[config.mk]
export PLATFORM = sky130hd
export DESIGN_NAME = scsb_ctrl
export DESIGN_NICKNAME = d
export VERILOG_FILES = /design/src/rtl/scsb_pkg.sv /design/src/rtl/scsb_ctrl.sv
export SDC_FILE = /design/constraint.sdc
export NUM_CORES = 1
export LEC_CHECK = 0
export ABC_AREA = 1
export BUFFER_PORTS_ARGS = -buffer_cell sky130_fd_sc_hd__buf_4
export CAP_MARGIN = 20
export CORE_UTILIZATION = 30
export CTS_CLUSTER_SIZE = 12
export DETAILED_ROUTE_END_ITERATION = 10
export PLACE_DENSITY = 0.55
export SLEW_MARGIN = 15
export SYNTH_ARGS = -nofsm -noshare
export SYNTH_HDL_FRONTEND = slang
export SYNTH_SLANG_ARGS = --single-unit
[constraint.sdc]
create_clock -name i_clk -period 1.25 [get_ports i_clk]
set_clock_uncertainty 0.15 [all_clocks]
set_input_delay 0.25 -clock i_clk [delete_from_list [all_inputs] [get_ports i_clk]]
set_output_delay 0.25 -clock i_clk [all_outputs]
set_load 0.005 [all_outputs]
[src/rtl/scsb_pkg.sv]
package scsb_pkg;

    localparam int STORE_PIXELS = 65536;
    localparam int STORE_AW     = $clog2(STORE_PIXELS);
    localparam int PIXEL_BITS   = 32;

    localparam int DIM_W      = 13;
    localparam int COORD_W    = 16;
    localparam int CLIP_W     = 18;
    localparam int POS_W      = 32;
    localparam int FRAC_W     = 16;
    localparam int FRAME_W    = 8;
    localparam int KIND_W     = 2;
    localparam int PIX_PORT_W = 32;
    localparam int LOAD_IDX_W = 16;
    localparam int DIV_NUM_W  = DIM_W + FRAC_W;
    localparam int DIV_CNT_W  = $clog2(DIV_NUM_W);

    localparam int CFG_IDX_W  = 3;
    localparam int CFG_DATA_W = 16;

    localparam int LOAD_IDX_LSB = 0;
    localparam int PIXEL_IN_LSB = LOAD_IDX_LSB + LOAD_IDX_W;
    localparam int PLACE_X_LSB  = PIXEL_IN_LSB + PIX_PORT_W;
    localparam int PLACE_Y_LSB  = PLACE_X_LSB + COORD_W;
    localparam int FRAME_LSB    = PLACE_Y_LSB + COORD_W;
    localparam int IN_TDATA_W   = FRAME_LSB + FRAME_W;
    localparam int OUT_TDATA_W  = 2 * COORD_W + PIX_PORT_W;

    localparam logic [DIM_W-1:0]   RST_SRC_W   = DIM_W'(16);
    localparam logic [DIM_W-1:0]   RST_SRC_H   = DIM_W'(16);
    localparam logic [DIM_W-1:0]   RST_SCL_W   = DIM_W'(16);
    localparam logic [DIM_W-1:0]   RST_SCL_H   = DIM_W'(16);
    localparam logic [COORD_W-1:0] RST_CLIP_L  = COORD_W'(0);
    localparam logic [COORD_W-1:0] RST_CLIP_T  = COORD_W'(0);
    localparam logic [COORD_W-1:0] RST_CLIP_R  = COORD_W'(32767);
    localparam logic [COORD_W-1:0] RST_CLIP_B  = COORD_W'(32767);

    typedef enum logic [KIND_W-1:0] {
        KIND_LOAD  = 2'd0,
        KIND_START = 2'd1,
        KIND_STEP  = 2'd2
    } t_kind;

    typedef enum logic [CFG_IDX_W-1:0] {
        REG_SRC_W  = 3'd0,
        REG_SRC_H  = 3'd1,
        REG_SCL_W  = 3'd2,
        REG_SCL_H  = 3'd3,
        REG_CLIP_L = 3'd4,
        REG_CLIP_T = 3'd5,
        REG_CLIP_R = 3'd6,
        REG_CLIP_B = 3'd7
    } t_reg_idx;

    typedef enum logic [3:0] {
        ST_IDLE,
        ST_CLIP,
        ST_DIVH_GO,
        ST_DIVH_WAIT,
        ST_DIVV_GO,
        ST_DIVV_WAIT,
        ST_INIT,
        ST_ROW,
        ST_READ,
        ST_EMIT
    } t_state;

    typedef struct packed {
        logic mem_wr;
        logic latch_start;
        logic clip;
        logic div_start;
        logic div_vert;
        logic latch_step_h;
        logic latch_step_v;
        logic init_pos;
        logic row;
        logic read;
        logic emit;
    } t_cmd;

    typedef struct packed {
        logic empty;
        logic div_busy;
        logic out_free;
        logic fin;
    } t_stat;

endpackage

[src/rtl/scsb_ctrl.sv]
module scsb_ctrl (
    input  logic                         i_clk,
    input  logic                         i_rst_n,
    input  logic                         i_s_tvalid,
    input  logic [scsb_pkg::KIND_W-1:0]  i_s_tuser,
    output logic                         o_s_tready,
    input  scsb_pkg::t_stat              i_stat,
    output scsb_pkg::t_cmd               o_cmd
);
    import scsb_pkg::*;

    t_state r_state;
    t_state n_state;
    logic   r_active;
    logic   n_active;
    logic   accept;
    t_kind  kind;

    assign kind   = t_kind'(i_s_tuser);
    assign accept = i_s_tvalid && (r_state == ST_IDLE);

    always_comb begin
        n_state = r_state;
        unique case (r_state)
            ST_IDLE: begin
                if (accept) begin
                    unique case (kind)
                        KIND_START: if (!r_active) n_state = ST_CLIP;
                        KIND_STEP:  if (r_active) n_state = ST_ROW;
                        default:    n_state = ST_IDLE;
                    endcase
                end
            end
            ST_CLIP:      n_state = ST_DIVH_GO;
            ST_DIVH_GO:   n_state = i_stat.empty ? ST_IDLE : ST_DIVH_WAIT;
            ST_DIVH_WAIT: if (!i_stat.div_busy) n_state = ST_DIVV_GO;
            ST_DIVV_GO:   n_state = ST_DIVV_WAIT;
            ST_DIVV_WAIT: if (!i_stat.div_busy) n_state = ST_INIT;
            ST_INIT:      n_state = ST_IDLE;
            ST_ROW:       n_state = ST_READ;
            ST_READ:      n_state = ST_EMIT;
            ST_EMIT:      if (i_stat.out_free) n_state = ST_IDLE;
            default:      n_state = ST_IDLE;
        endcase
    end

    always_comb begin
        o_cmd      = '0;
        o_s_tready = 1'b0;
        n_active   = r_active;
        unique case (r_state)
            ST_IDLE: begin
                o_s_tready       = 1'b1;
                o_cmd.mem_wr     = accept && (kind == KIND_LOAD);
                o_cmd.latch_start = accept && (kind == KIND_START) && !r_active;
            end
            ST_CLIP: o_cmd.clip = 1'b1;
            ST_DIVH_GO: begin
                o_cmd.div_start = !i_stat.empty;
            end
            ST_DIVH_WAIT: o_cmd.latch_step_h = !i_stat.div_busy;
            ST_DIVV_GO: begin
                o_cmd.div_start = 1'b1;
                o_cmd.div_vert  = 1'b1;
            end
            ST_DIVV_WAIT: o_cmd.latch_step_v = !i_stat.div_busy;
            ST_INIT: begin
                o_cmd.init_pos = 1'b1;
                n_active       = 1'b1;
            end
            ST_ROW:  o_cmd.row  = 1'b1;
            ST_READ: o_cmd.read = 1'b1;
            ST_EMIT: begin
                o_cmd.emit = i_stat.out_free;
                if (i_stat.out_free && i_stat.fin) begin
                    n_active = 1'b0;
                end
            end
            default: o_cmd = '0;
        endcase
    end

    always_ff @(posedge i_clk) begin
        if (!i_rst_n) begin
            r_state  <= ST_IDLE;
            r_active <= 1'b0;
        end else begin
            r_state  <= n_state;
            r_active <= n_active;
        end
    end

endmodule

== Word level (Yosys, flattened, before mapping) ==
Index checks and enable logic that the tools add are counted.

* Bits in registers: 5
* Word-level logic and storage cells: 55
* Input bits: 9
* Output and inout port bits: 12

* Equal/unequal tests: 18
* Reduce and logical (&&, ||, !) cells: 13
* Muxes and demuxes: 22

{| class="wikitable"
|+ Operators by type and width
! operator !! count
|-
| case mux 4 bit (9 select lines) || 1
|-
| two-way mux 4 bit || 6
|-
| equality test 4 x 3 -> 1 bit, second input constant || 4
|-
| two-way mux 1 bit || 10
|-
| inequality test 2 bit, second input constant || 5
|-
| equality test 4 x 2 -> 1 bit, second input constant || 2
|-
| equality test 4 bit, second input constant || 2
|-
| case mux 4 bit (2 select lines) || 1
|-
| inequality test 3 bit, second input constant || 2
|-
| AND reduction 6 bit || 1
|-
| logical AND 1 bit || 5
|-
| equality test 4 x 1 -> 1 bit, second input constant || 1
|-
| logical NOT 4 bit || 1
|-
| two-way mux 2 bit || 2
|-
| case mux 1 bit (2 select lines) || 2
|-
| logical NOT 1 bit || 3
|-
| equality test 2 x 1 -> 1 bit, second input constant || 1
|-
| equality test 2 bit, second input constant || 1
|-
| logical NOT 2 bit || 1
|-
| AND reduction 2 bit || 1
|-
| nonzero test 2 bit || 1
|}

== Logic depth before layout (Yosys ltp) ==
Gate-level depths: netlist of run 1.

* Depth in word-level cells: 5
* Depth in mapped cells: 9
* Depth with buffers taken out: 9

== Least setup slack after synthesis of run 1 ==
OpenSTA, ideal clock, no wires.

* Path type: register -> output
* Start point: register r_state[2]
* End point: output port o_cmd[10] (netlist name)
* Required time: 850 ps
* Setup slack: -24 ps
* Arrival time: 874 ps
* Cell stages (with the launch flop): 6
* Cells stage by stage: dfxtp_1 > nor2_1 > inv_2 > nor2_4 > nand2_1 > nor2_1

{| class="wikitable"
|+ RTL lines
! element !! line !! text
|-
| start: declaration || scsb_ctrl.sv:12 || <nowiki>t_state r_state;</nowiki>
|-
| start signal: assignment || scsb_ctrl.sv:88 || <nowiki>r_state <= n_state;</nowiki>
|-
| end: declaration || scsb_ctrl.sv:8 || <nowiki>output scsb_pkg::t_cmd o_cmd</nowiki>
|}

==> run summary, run 1 <==
Status: finished, violations left
Failing checks: setup timing
Area grow syn2layout: 93.8%
RSZ-0062 raised after global routing: true
GPL Wtd Cong: 0.753
Leak Pwr: 0.000474 uW
Nets: 136
Global-route wire length before repair: 1.93 mm
Hold_buf cts: 0
Slowest-stage cell, CP: dfxtp_4
Final core utilization: 65.5%
Starting DRT DRC Count: 2
CP peak stage delay: 0.36 ns
Max-Cap Viols: 0
Starting density of the core: 33.8%
Core area: 1370 um2
Initial antenna violation count: 0
Post-synth top flop: dfxtp_1
Crit path capture type: output pin
CP top delay family: simple AND/OR/NAND/NOR gates
Startpoint Class: register
Most frequent cell after synthesis: nand2_1
Largest net degree at the start of global routing: 6
Syn avg cell area: 5.77 um2
Share of layout cells above drive strength 1: 63.1%
H-tree depth: 1
Post-Syn Instances: 80
TritonCTS Buffers: 3
Total track usage: 17.7%
Synth top cells by count: nand2_1 (23), nor2_1 (17), inv_1 (13), dfxtp_1 (5), ha_1 (4)
DRC violations left: 0
Worst path buffer plus inverter count: 2
Arrival time worst endpoint: 1.19 ns
Drt total wl: 1.57 mm
Worst vdd ir: 0.000878 V
Slew Viols, Final: 0
Synth area leaders: dfxtp_1 (22%), nand2_1 (19%), nor2_1 (14%)
Vias: 657
Slack of the critical path: -0.341 ns
Post-route ant nets: 0
Crit Path Category: reg -> out
Crit path required time: 0.85 ns
Setup TNS: -3.69 ns
Final worst path period share: 127%
Final Hold Fails: 0
Setup-failing EPs final: 17
Mapped Nets: 93
Power, Total: 1650 uW
CP cell instances: nor2_4 > inv_2 > nor2_1 > nand2_1 > nand2_1 > buf_4
Die Span X: 41.2 um
Worst Hold Class: in -> reg
Vias in the first global route: 493
Avg WL per Cell: 11.5 um
Highest Clock Rate: 0.629 GHz
PortBufs: 20
CTS clk-pin slew, worst paths: 0.05 ns
Via density: 4.80
DRT Pass-1 Iters: 2
Netlist Area Pre-Place: 462 um2
CP Max Fanout: 4
ANT cells: 0
Yosys cell types: 17
Die H: 41.2 um
Share of the synthesized area in the top cell type: 21.7%
Worst slew margin: 83.6%
CTS tree: done
Fin cells: 137
CP dominant cell by count: nand2_1
Syn. warnings: 0
Power per cell area: 1840 nW/um2
Clock sinks: 5
Register area share after synthesis: 21.7%
Detail Placement HPWL: 1.05 mm
Remaining Overflow, GRT: 0
DP Cell Count: 126
Synth Register Bits: 5
Async set-reset flop share out of synthesis: 0%
Clk buf depth: 2
Worst-margin pin slew: 0.244 ns
Num ports: 21
Synth area leader: dfxtp_1
Final min period: 1.59 ns
Clk Tree Root Cell: clkbuf_4
# rows: 13
EDFF count, synth: 0
Clock latency at the later pin of the worst-skew pair: 0.24 ns
Die ar.: 1700 um2
## layer usage
layer	GRT usage (%)	routed length [um]
met1	19.3	625
met2	32.8	837
met3	6.52	77
met4	2.42	29
met5	0	0
## state kept, by name, summed over array words and instances, names as in the netlist
name	count
r_active	1
r_state	4
## cell families after synthesis
logic type / after synthesis / share of synthesized area (%)
simple gates: 53 / 51.5
buf+inv: 15 / 12.2
flops: 5 / 21.7
compound gates: 3 / 3.79
fa+ha+maj: 4 / 10.8
## layout by cell type (no fill, tap or decap)
cell type  count
buf_4         37
nand2_1       12
nand2_2       10
nor2_1         9
inv_1          8
nor2_2         7
inv_2          5
ha_1           4
nor2_4         3
nand3_1        3
clkbuf_4       3
dfxtp_4        3
inv_4          2
nand2_4        2
nor3_1         2
nand4_1        2
a21oi_1        2
nor3_2         1
nor4_2         1
nand3_4        1
o211ai_1       1
clkbuf_1       1
dfxtp_1        1
dfxtp_2        1
buf_6          1
## worst reg2reg max path, cell delays in order (launching register included)
cell and delay [ns]:
dfxtp_4 0.36, nor2_4 0.11, inv_2 0.07, nor2_1 0.12, nand2_1 0.11, buf_4 0.15, o211ai_1 0.12, nor2_2 0.07
nor2_1 0.08
## where the power goes
| part | internal [uW] | leakage [uW] | switching (uW) |
|---|---|---|---|
| clock | 121 | 0.0000150 | 67.6 |
| sequential | 226 | 0.0000434 | 79.5 |
| combinational | 563 | 0.000416 | 593 |
| total | 910 | 0.000474 | 740 |
## final cells by class
cell class	instances	area (um2)
Inverter	15	61.3
Timing Repair Buffer	38	289
Clock buffer	4	26.3
Sequential cell	5	113
Multi-Input combinational cell	60	387
Fill cell	135	472
Tap cell	15	18.8
## what timing repair did
item	in CTS	in global routing
resized for setup	18	16
endpoints found under the setup margin	15	15
pin swaps	7	9
setup buffers	3	4
## final timing paths
kind / to / cells after the start / startpoint / slack, ns
worst max-delay path: o_cmd[7] / 6 / r_state[2] / -0.34
worst max register to register: r_state[1] / 8 / r_state[2] / -0.16
worst min register to register: r_active / 2 / r_active / 0.33
worst min-delay path: r_state[1] / 3 / i_rst_n / 0.10
## stage by stage
step	hold WS, ns	area [um2]	worst slack, ns
2_1_floorplan	0.213	477	-0.00447
3_5_place_dp	0.327	728	-0.123
4_1_cts	0.0928	823	-0.301
6_report	0.102	895	-0.341
5_1_grt	0.0958	895	-0.396
3_3_place_gp	0.330	728	-0.145
Power figures use the tool's default switching activity.
==> inputs of run 2 (changes only) <==
PLACE_DENSITY = 0.53   (was 0.55)
clock period = 1.5 ns   (was 1.25 ns; I/O delays follow)
==> run 2 against run 1 <==
Compared with the run above:
- the run still ends with setup timing left
- critical path depth unchanged
- first-iteration DRC count rose to 8.5 times the previous value
- final cell count down 6.6%
- non-clock buffer count fell by 9
- critical endpoint is now o_cmd[10]
- flip-flop and latch count did not move
- power fell by 26%
- design area is 10% lower
- global-route usage rose by 0.42 points
==> run summary, run 2 (synthesis gave the netlist of run 1 again) <==
Clock latency at the later pin of the worst-skew pair: 0.24 ns
CTS tree: done
Crit Path Category: reg -> out
Starting density of the core: 33.8%
Crit path capture type: output pin
Initial antenna violation count: 0
Highest Clock Rate: 0.616 GHz
# rows: 13
Worst hold stages: 3
Die ar.: 1700 um2
Hold path endpoint: r_state[2]
Final min period: 1.62 ns
Clk Tree Root Cell: clkbuf_4
R2R setup slack: 0.07 ns
Remaining Overflow, GRT: 0
Vias: 600
Die Span X: 41.2 um
Largest net degree at the start of global routing: 7
Worst vdd ir: 0.000828 V
Starting DRT DRC Count: 17
Power per cell area: 1510 nW/um2
Startpoint Class: register
Worst R2R Path Depth: 8
Failing checks: setup timing
Final worst path period share: 108%
Via density: 4.69
CP peak stage delay: 0.36 ns
CP top delay family: simple AND/OR/NAND/NOR gates
Clock sinks: 5
Worst path buffer plus inverter count: 2
Most frequent cells in the layout: buf_4 (28), nand2_1 (18), nor2_1 (13), inv_1 (11), nand2_2 (5)
Biggest regs: r_state: 4 flops, r_active: 1 flops
Area occupied by multi-input gates: 364 um2
Detail Placement HPWL: 1.04 mm
DRT Pass-1 Iters: 4
Setup-failing EPs final: 10
GPL Wtd Cong: 0.927
Max-Cap Viols: 0
Leak Pwr: 0.000437 uW
ANT cells: 0
Storage element area: 113 um2
Avg WL per Cell: 10.5 um
Status: finished, violations left
Placed Area: 653 um2
Pre-CTS WS: 0.0304 ns
Final Hold Fails: 0
Arrival time worst endpoint: 1.17 ns
Fillers: 131
PortBufs: 20
Power, Total: 1210 uW
Area grow syn2layout: 74.3%
Slowest-stage cell, CP: dfxtp_4
Global-route wire length before repair: 2.02 mm
DRC violations left: 0
Nets: 127
CP dominant cell by count: nor2_4
Origin of the critical flop-to-flop path: r_state[3]
Core area: 1370 um2
Worst Hold Class: in -> reg
Crit path required time: 1.05 ns
Num ports: 21
Clk buf depth: 2
Share of layout cells above drive strength 1: 49.6%
Largest register FFs: 4
Die H: 41.2 um
FF-to-FF End: r_state[0]
Worst Setup SP: r_state[2]
RSZ-0062 raised after global routing: true
Post-route ant nets: 0
Hold_buf cts: 0
Slew Viols, Final: 0
Worst hold start: i_rst_n
Worst slew margin: 87.0%
Cell area after layout: 805 um2
TritonCTS Buffers: 3
Worst-margin pin slew: 0.195 ns
CP Max Fanout: 3
Most flop-heavy register: r_state
Drt total wl: 1.35 mm
Min Hold Slack: 0.161 ns
CP cell instances: nor2_4 > inv_2 > nor2_4 > nand2_2 > nor2_1 > buf_4
CTS clk-pin slew, worst paths: 0.04 ns
Slack of the critical path: -0.124 ns
H-tree depth: 1
Most common cell after layout, fill and taps aside: buf_4
Total track usage: 18.1%
Vias in the first global route: 500
## run 2: changes by cell type in the layout (fill, tap and decap cells not counted), sizes merged
cell / before / now
buf: 38 / 29
## run 2: metal layers
metal | vias to the layer above | GRT usage [%] | share of wire (%)
li1 | 317 | - | -
met1 | 258 | 24.4 | 47
met2 | 25 | 29.3 | 44
met3 | 0 | 6.52 | 8.4
met4 | 0 | 0 | 0
met5 | - | 0 | 0
## run 2: how the worst max path moves through the flow
| stage | slack [ns] | cells after the start | endpoint |
|---|---|---|---|
| final | -0.12 | 6 | o_cmd[10] |
| after global routing | -0.19 | 6 | o_cmd[9] |
| after CTS | -0.10 | 6 | o_cmd[9] |
| after detailed placement | 0.03 | 9 | r_state[1] |
| after global placement | 0.03 | 8 | r_state[1] |
| after floorplan | 0.18 | 5 | o_cmd[10] |
## run 2: stage by stage
| stage | util [%] | cells | setup TNS [ns] |
|---|---|---|---|
| final | 58.9 | 128 | -0.591 |
| after global routing | 58.9 | 128 | -1.31 |
| after CTS | 55.6 | 126 | -0.512 |
| after detailed placement | 47.8 | 118 | 0 |
| after global placement | 47.8 | 118 | 0 |
| after floorplan | - | 80 | 0 |
## run 2: where the power goes
| group | leakage [uW] | switching (uW) | total [uW] | internal, uW |
|---|---|---|---|---|
| clock | 0.0000150 | 52.5 | 153 | 100 |
| sequential | 0.0000434 | 58.6 | 247 | 188 |
| combinational | 0.000379 | 437 | 815 | 378 |
| total | 0.000437 | 548 | 1210 | 666 |
## run 2: worst min-delay path, cell delays in order
cell,delay [ns]
buf_4,0.13
nand2_1,0.06
nor2_1,0.03
## run 2: repair_timing
action	in CTS	in global routing
hold endpoints to repair	0	0
setup buffers	4	2
resized for setup	18	9
pin swaps	4	6
setup endpoints to repair	12	12
## run 2: final cells by class
cell class / instances / share of cell area (%)
timing repair buffer: 29 / 27.5
clock buffer: 4 / 3.27
sequential: 5 / 14.0
multi-input combinational: 60 / 45.3
inverter: 15 / 7.62
tap: 15 / 2.33
==> inputs of run 3 (changes only) <==
BUFFER_PORTS_ARGS = default   (was -buffer_cell sky130_fd_sc_hd__buf_4)
DONT_BUFFER_PORTS = 1   (was default)
PLACE_DENSITY = 0.42   (was 0.53)
==> run 3 against run 2 <==
Compared with the run above:
- critical path depth is 1 lower
- sequential power is 6% lower
- flip-flop and latch count stayed put
- die area stayed put
- worst hold slack worse by 0.13 ns
- the run still ends with setup timing left
- final cell count is 17% lower
- worst setup slack better by 0.039 ns
==> run summary, run 3 (synthesis gave the netlist of run 1 again) <==
Clock sinks: 5
Avg WL per Cell: 11.9 um
Worst hold stages: 2
Starting DRT DRC Count: 11
Worst slew margin: 81.9%
Area grow syn2layout: 43.4%
Failing checks: setup timing
Worst Hold Class: in -> reg
Detail Placement HPWL: 916 um
Most flop-heavy register: r_state
PortBufs: 0
Die H: 41.2 um
Vias in the first global route: 442
Post-route ant nets: 0
Setup-failing EPs final: 7
Most common cell after layout, fill and taps aside: nand2_1
Die Span X: 41.2 um
Crit path capture type: output pin
Highest Clock Rate: 0.631 GHz
Starting density of the core: 33.8%
CP Max Fanout: 3
Most frequent cells in the layout: nand2_1 (14), nor2_1 (11), inv_1 (10), nand2_2 (8), buf_4 (7)
H-tree depth: 1
Power per cell area: 1600 nW/um2
Largest register FFs: 4
Worst R2R Path Depth: 9
CTS clk-pin slew, worst paths: 0.04 ns
Biggest regs: r_state: 4 flops, r_active: 1 flops
Arrival time worst endpoint: 1.13 ns
Drt total wl: 1.26 mm
Hold path endpoint: r_state[1]
Final min period: 1.58 ns
Num ports: 21
RSZ-0062 raised after global routing: true
Worst vdd ir: 0.000614 V
CTS tree: done
Startpoint Class: register
DRC violations left: 0
Fillers: 148
Crit path required time: 1.05 ns
Total track usage: 15.8%
Die ar.: 1700 um2
Initial antenna violation count: 0
Leak Pwr: 0.000331 uW
Worst hold start: i_rst_n
Core area: 1370 um2
Slew Viols, Final: 0
Status: finished, violations left
TritonCTS Buffers: 3
Worst-margin pin slew: 0.271 ns
# rows: 13
DP Cell Count: 95
Slack of the critical path: -0.0845 ns
Vias: 506
Largest net degree at the start of global routing: 6
DRT Pass-1 Iters: 4
R2R setup slack: 0.11 ns
Final worst path period share: 106%
Clock latency at the later pin of the worst-skew pair: 0.23 ns
Share of layout cells above drive strength 1: 45.1%
Origin of the critical flop-to-flop path: r_state[2]
ANT cells: 0
Crit Path Category: reg -> out
Fin cells: 106
Max-Cap Viols: 0
Clk Tree Root Cell: clkbuf_4
Final Hold Fails: 0
Remaining Overflow, GRT: 0
Pre-CTS WS: 0.0503 ns
GPL Wtd Cong: 0.703
Clk buf depth: 2
Global-route wire length before repair: 1.74 mm
Via density: 4.77
Nets: 105
FF-to-FF End: r_state[0]
run 3: how the worst max path moves through the flow:
stage / startpoint / end / depth (start not counted)
6_report: r_state[1] / o_cmd[7] / 5
5_1_grt: r_state[1] / o_cmd[7] / 5
4_1_cts: r_state[3] / o_cmd[9] / 5
3_5_place_dp: r_state[2] / o_cmd[10] / 5
3_3_place_gp: r_state[2] / o_cmd[9] / 5
2_1_floorplan: r_state[2] / o_cmd[10] / 5
run 3: where the power goes:
group / internal (uW) / switching (uW)
combinational: 255 / 422
sequential: 182 / 49.4
clock: 100 / 46.8
total: 538 / 518
run 3: per-layer routing:
metal | wire length [um] | part of all wire (%) | up-vias | global-route usage, %
li1 | - | - | 270 | -
met1 | 519 | 41 | 217 | 18.6
met2 | 644 | 51 | 17 | 26.2
met3 | 89 | 7.1 | 2 | 2.72
met4 | 8 | 0.63 | 0 | 9.68
met5 | 0 | 0 | - | 0
run 3: through the flow:
stage	power [uW]	instance area (um2)	setup TNS, ns	util (%)	hold slack [ns]
6_report	1060	662	-0.285	48.4	0.0267
3_5_place_dp	679	480	0	35.2	0.277
5_1_grt	1150	662	-0.792	48.4	0.0231
3_3_place_gp	694	480	0	35.2	0.277
2_1_floorplan	588	462	0	-	0.270
4_1_cts	956	603	-0.242	44.1	0.0180
run 3: worst max-delay path: stages (launching register included):
cell and delay, ns:
dfxtp_2 0.34, inv_2 0.04, buf_4 0.13, nor2_1 0.18, nand2_1 0.12, nand2_1 0.09
run 3: final cells by class:
class                      instances  area (um2)  area share (%)
multi-input combinational         60         398            60.1
inverter                          15        56.3            8.51
tap                               15        18.8            2.84
clock buffer                       4        26.3            3.97
timing repair buffer               7        52.6            7.94
sequential                         5         110            16.6
run 3: timing repair:
item / 4_1_cts / 5_1_grt
setup buffers: 4 / 3
setup endpoints to repair: 9 / 12
pin swaps: 9 / 12
hold buffers: 0 / 0
resized for setup: 22 / 12
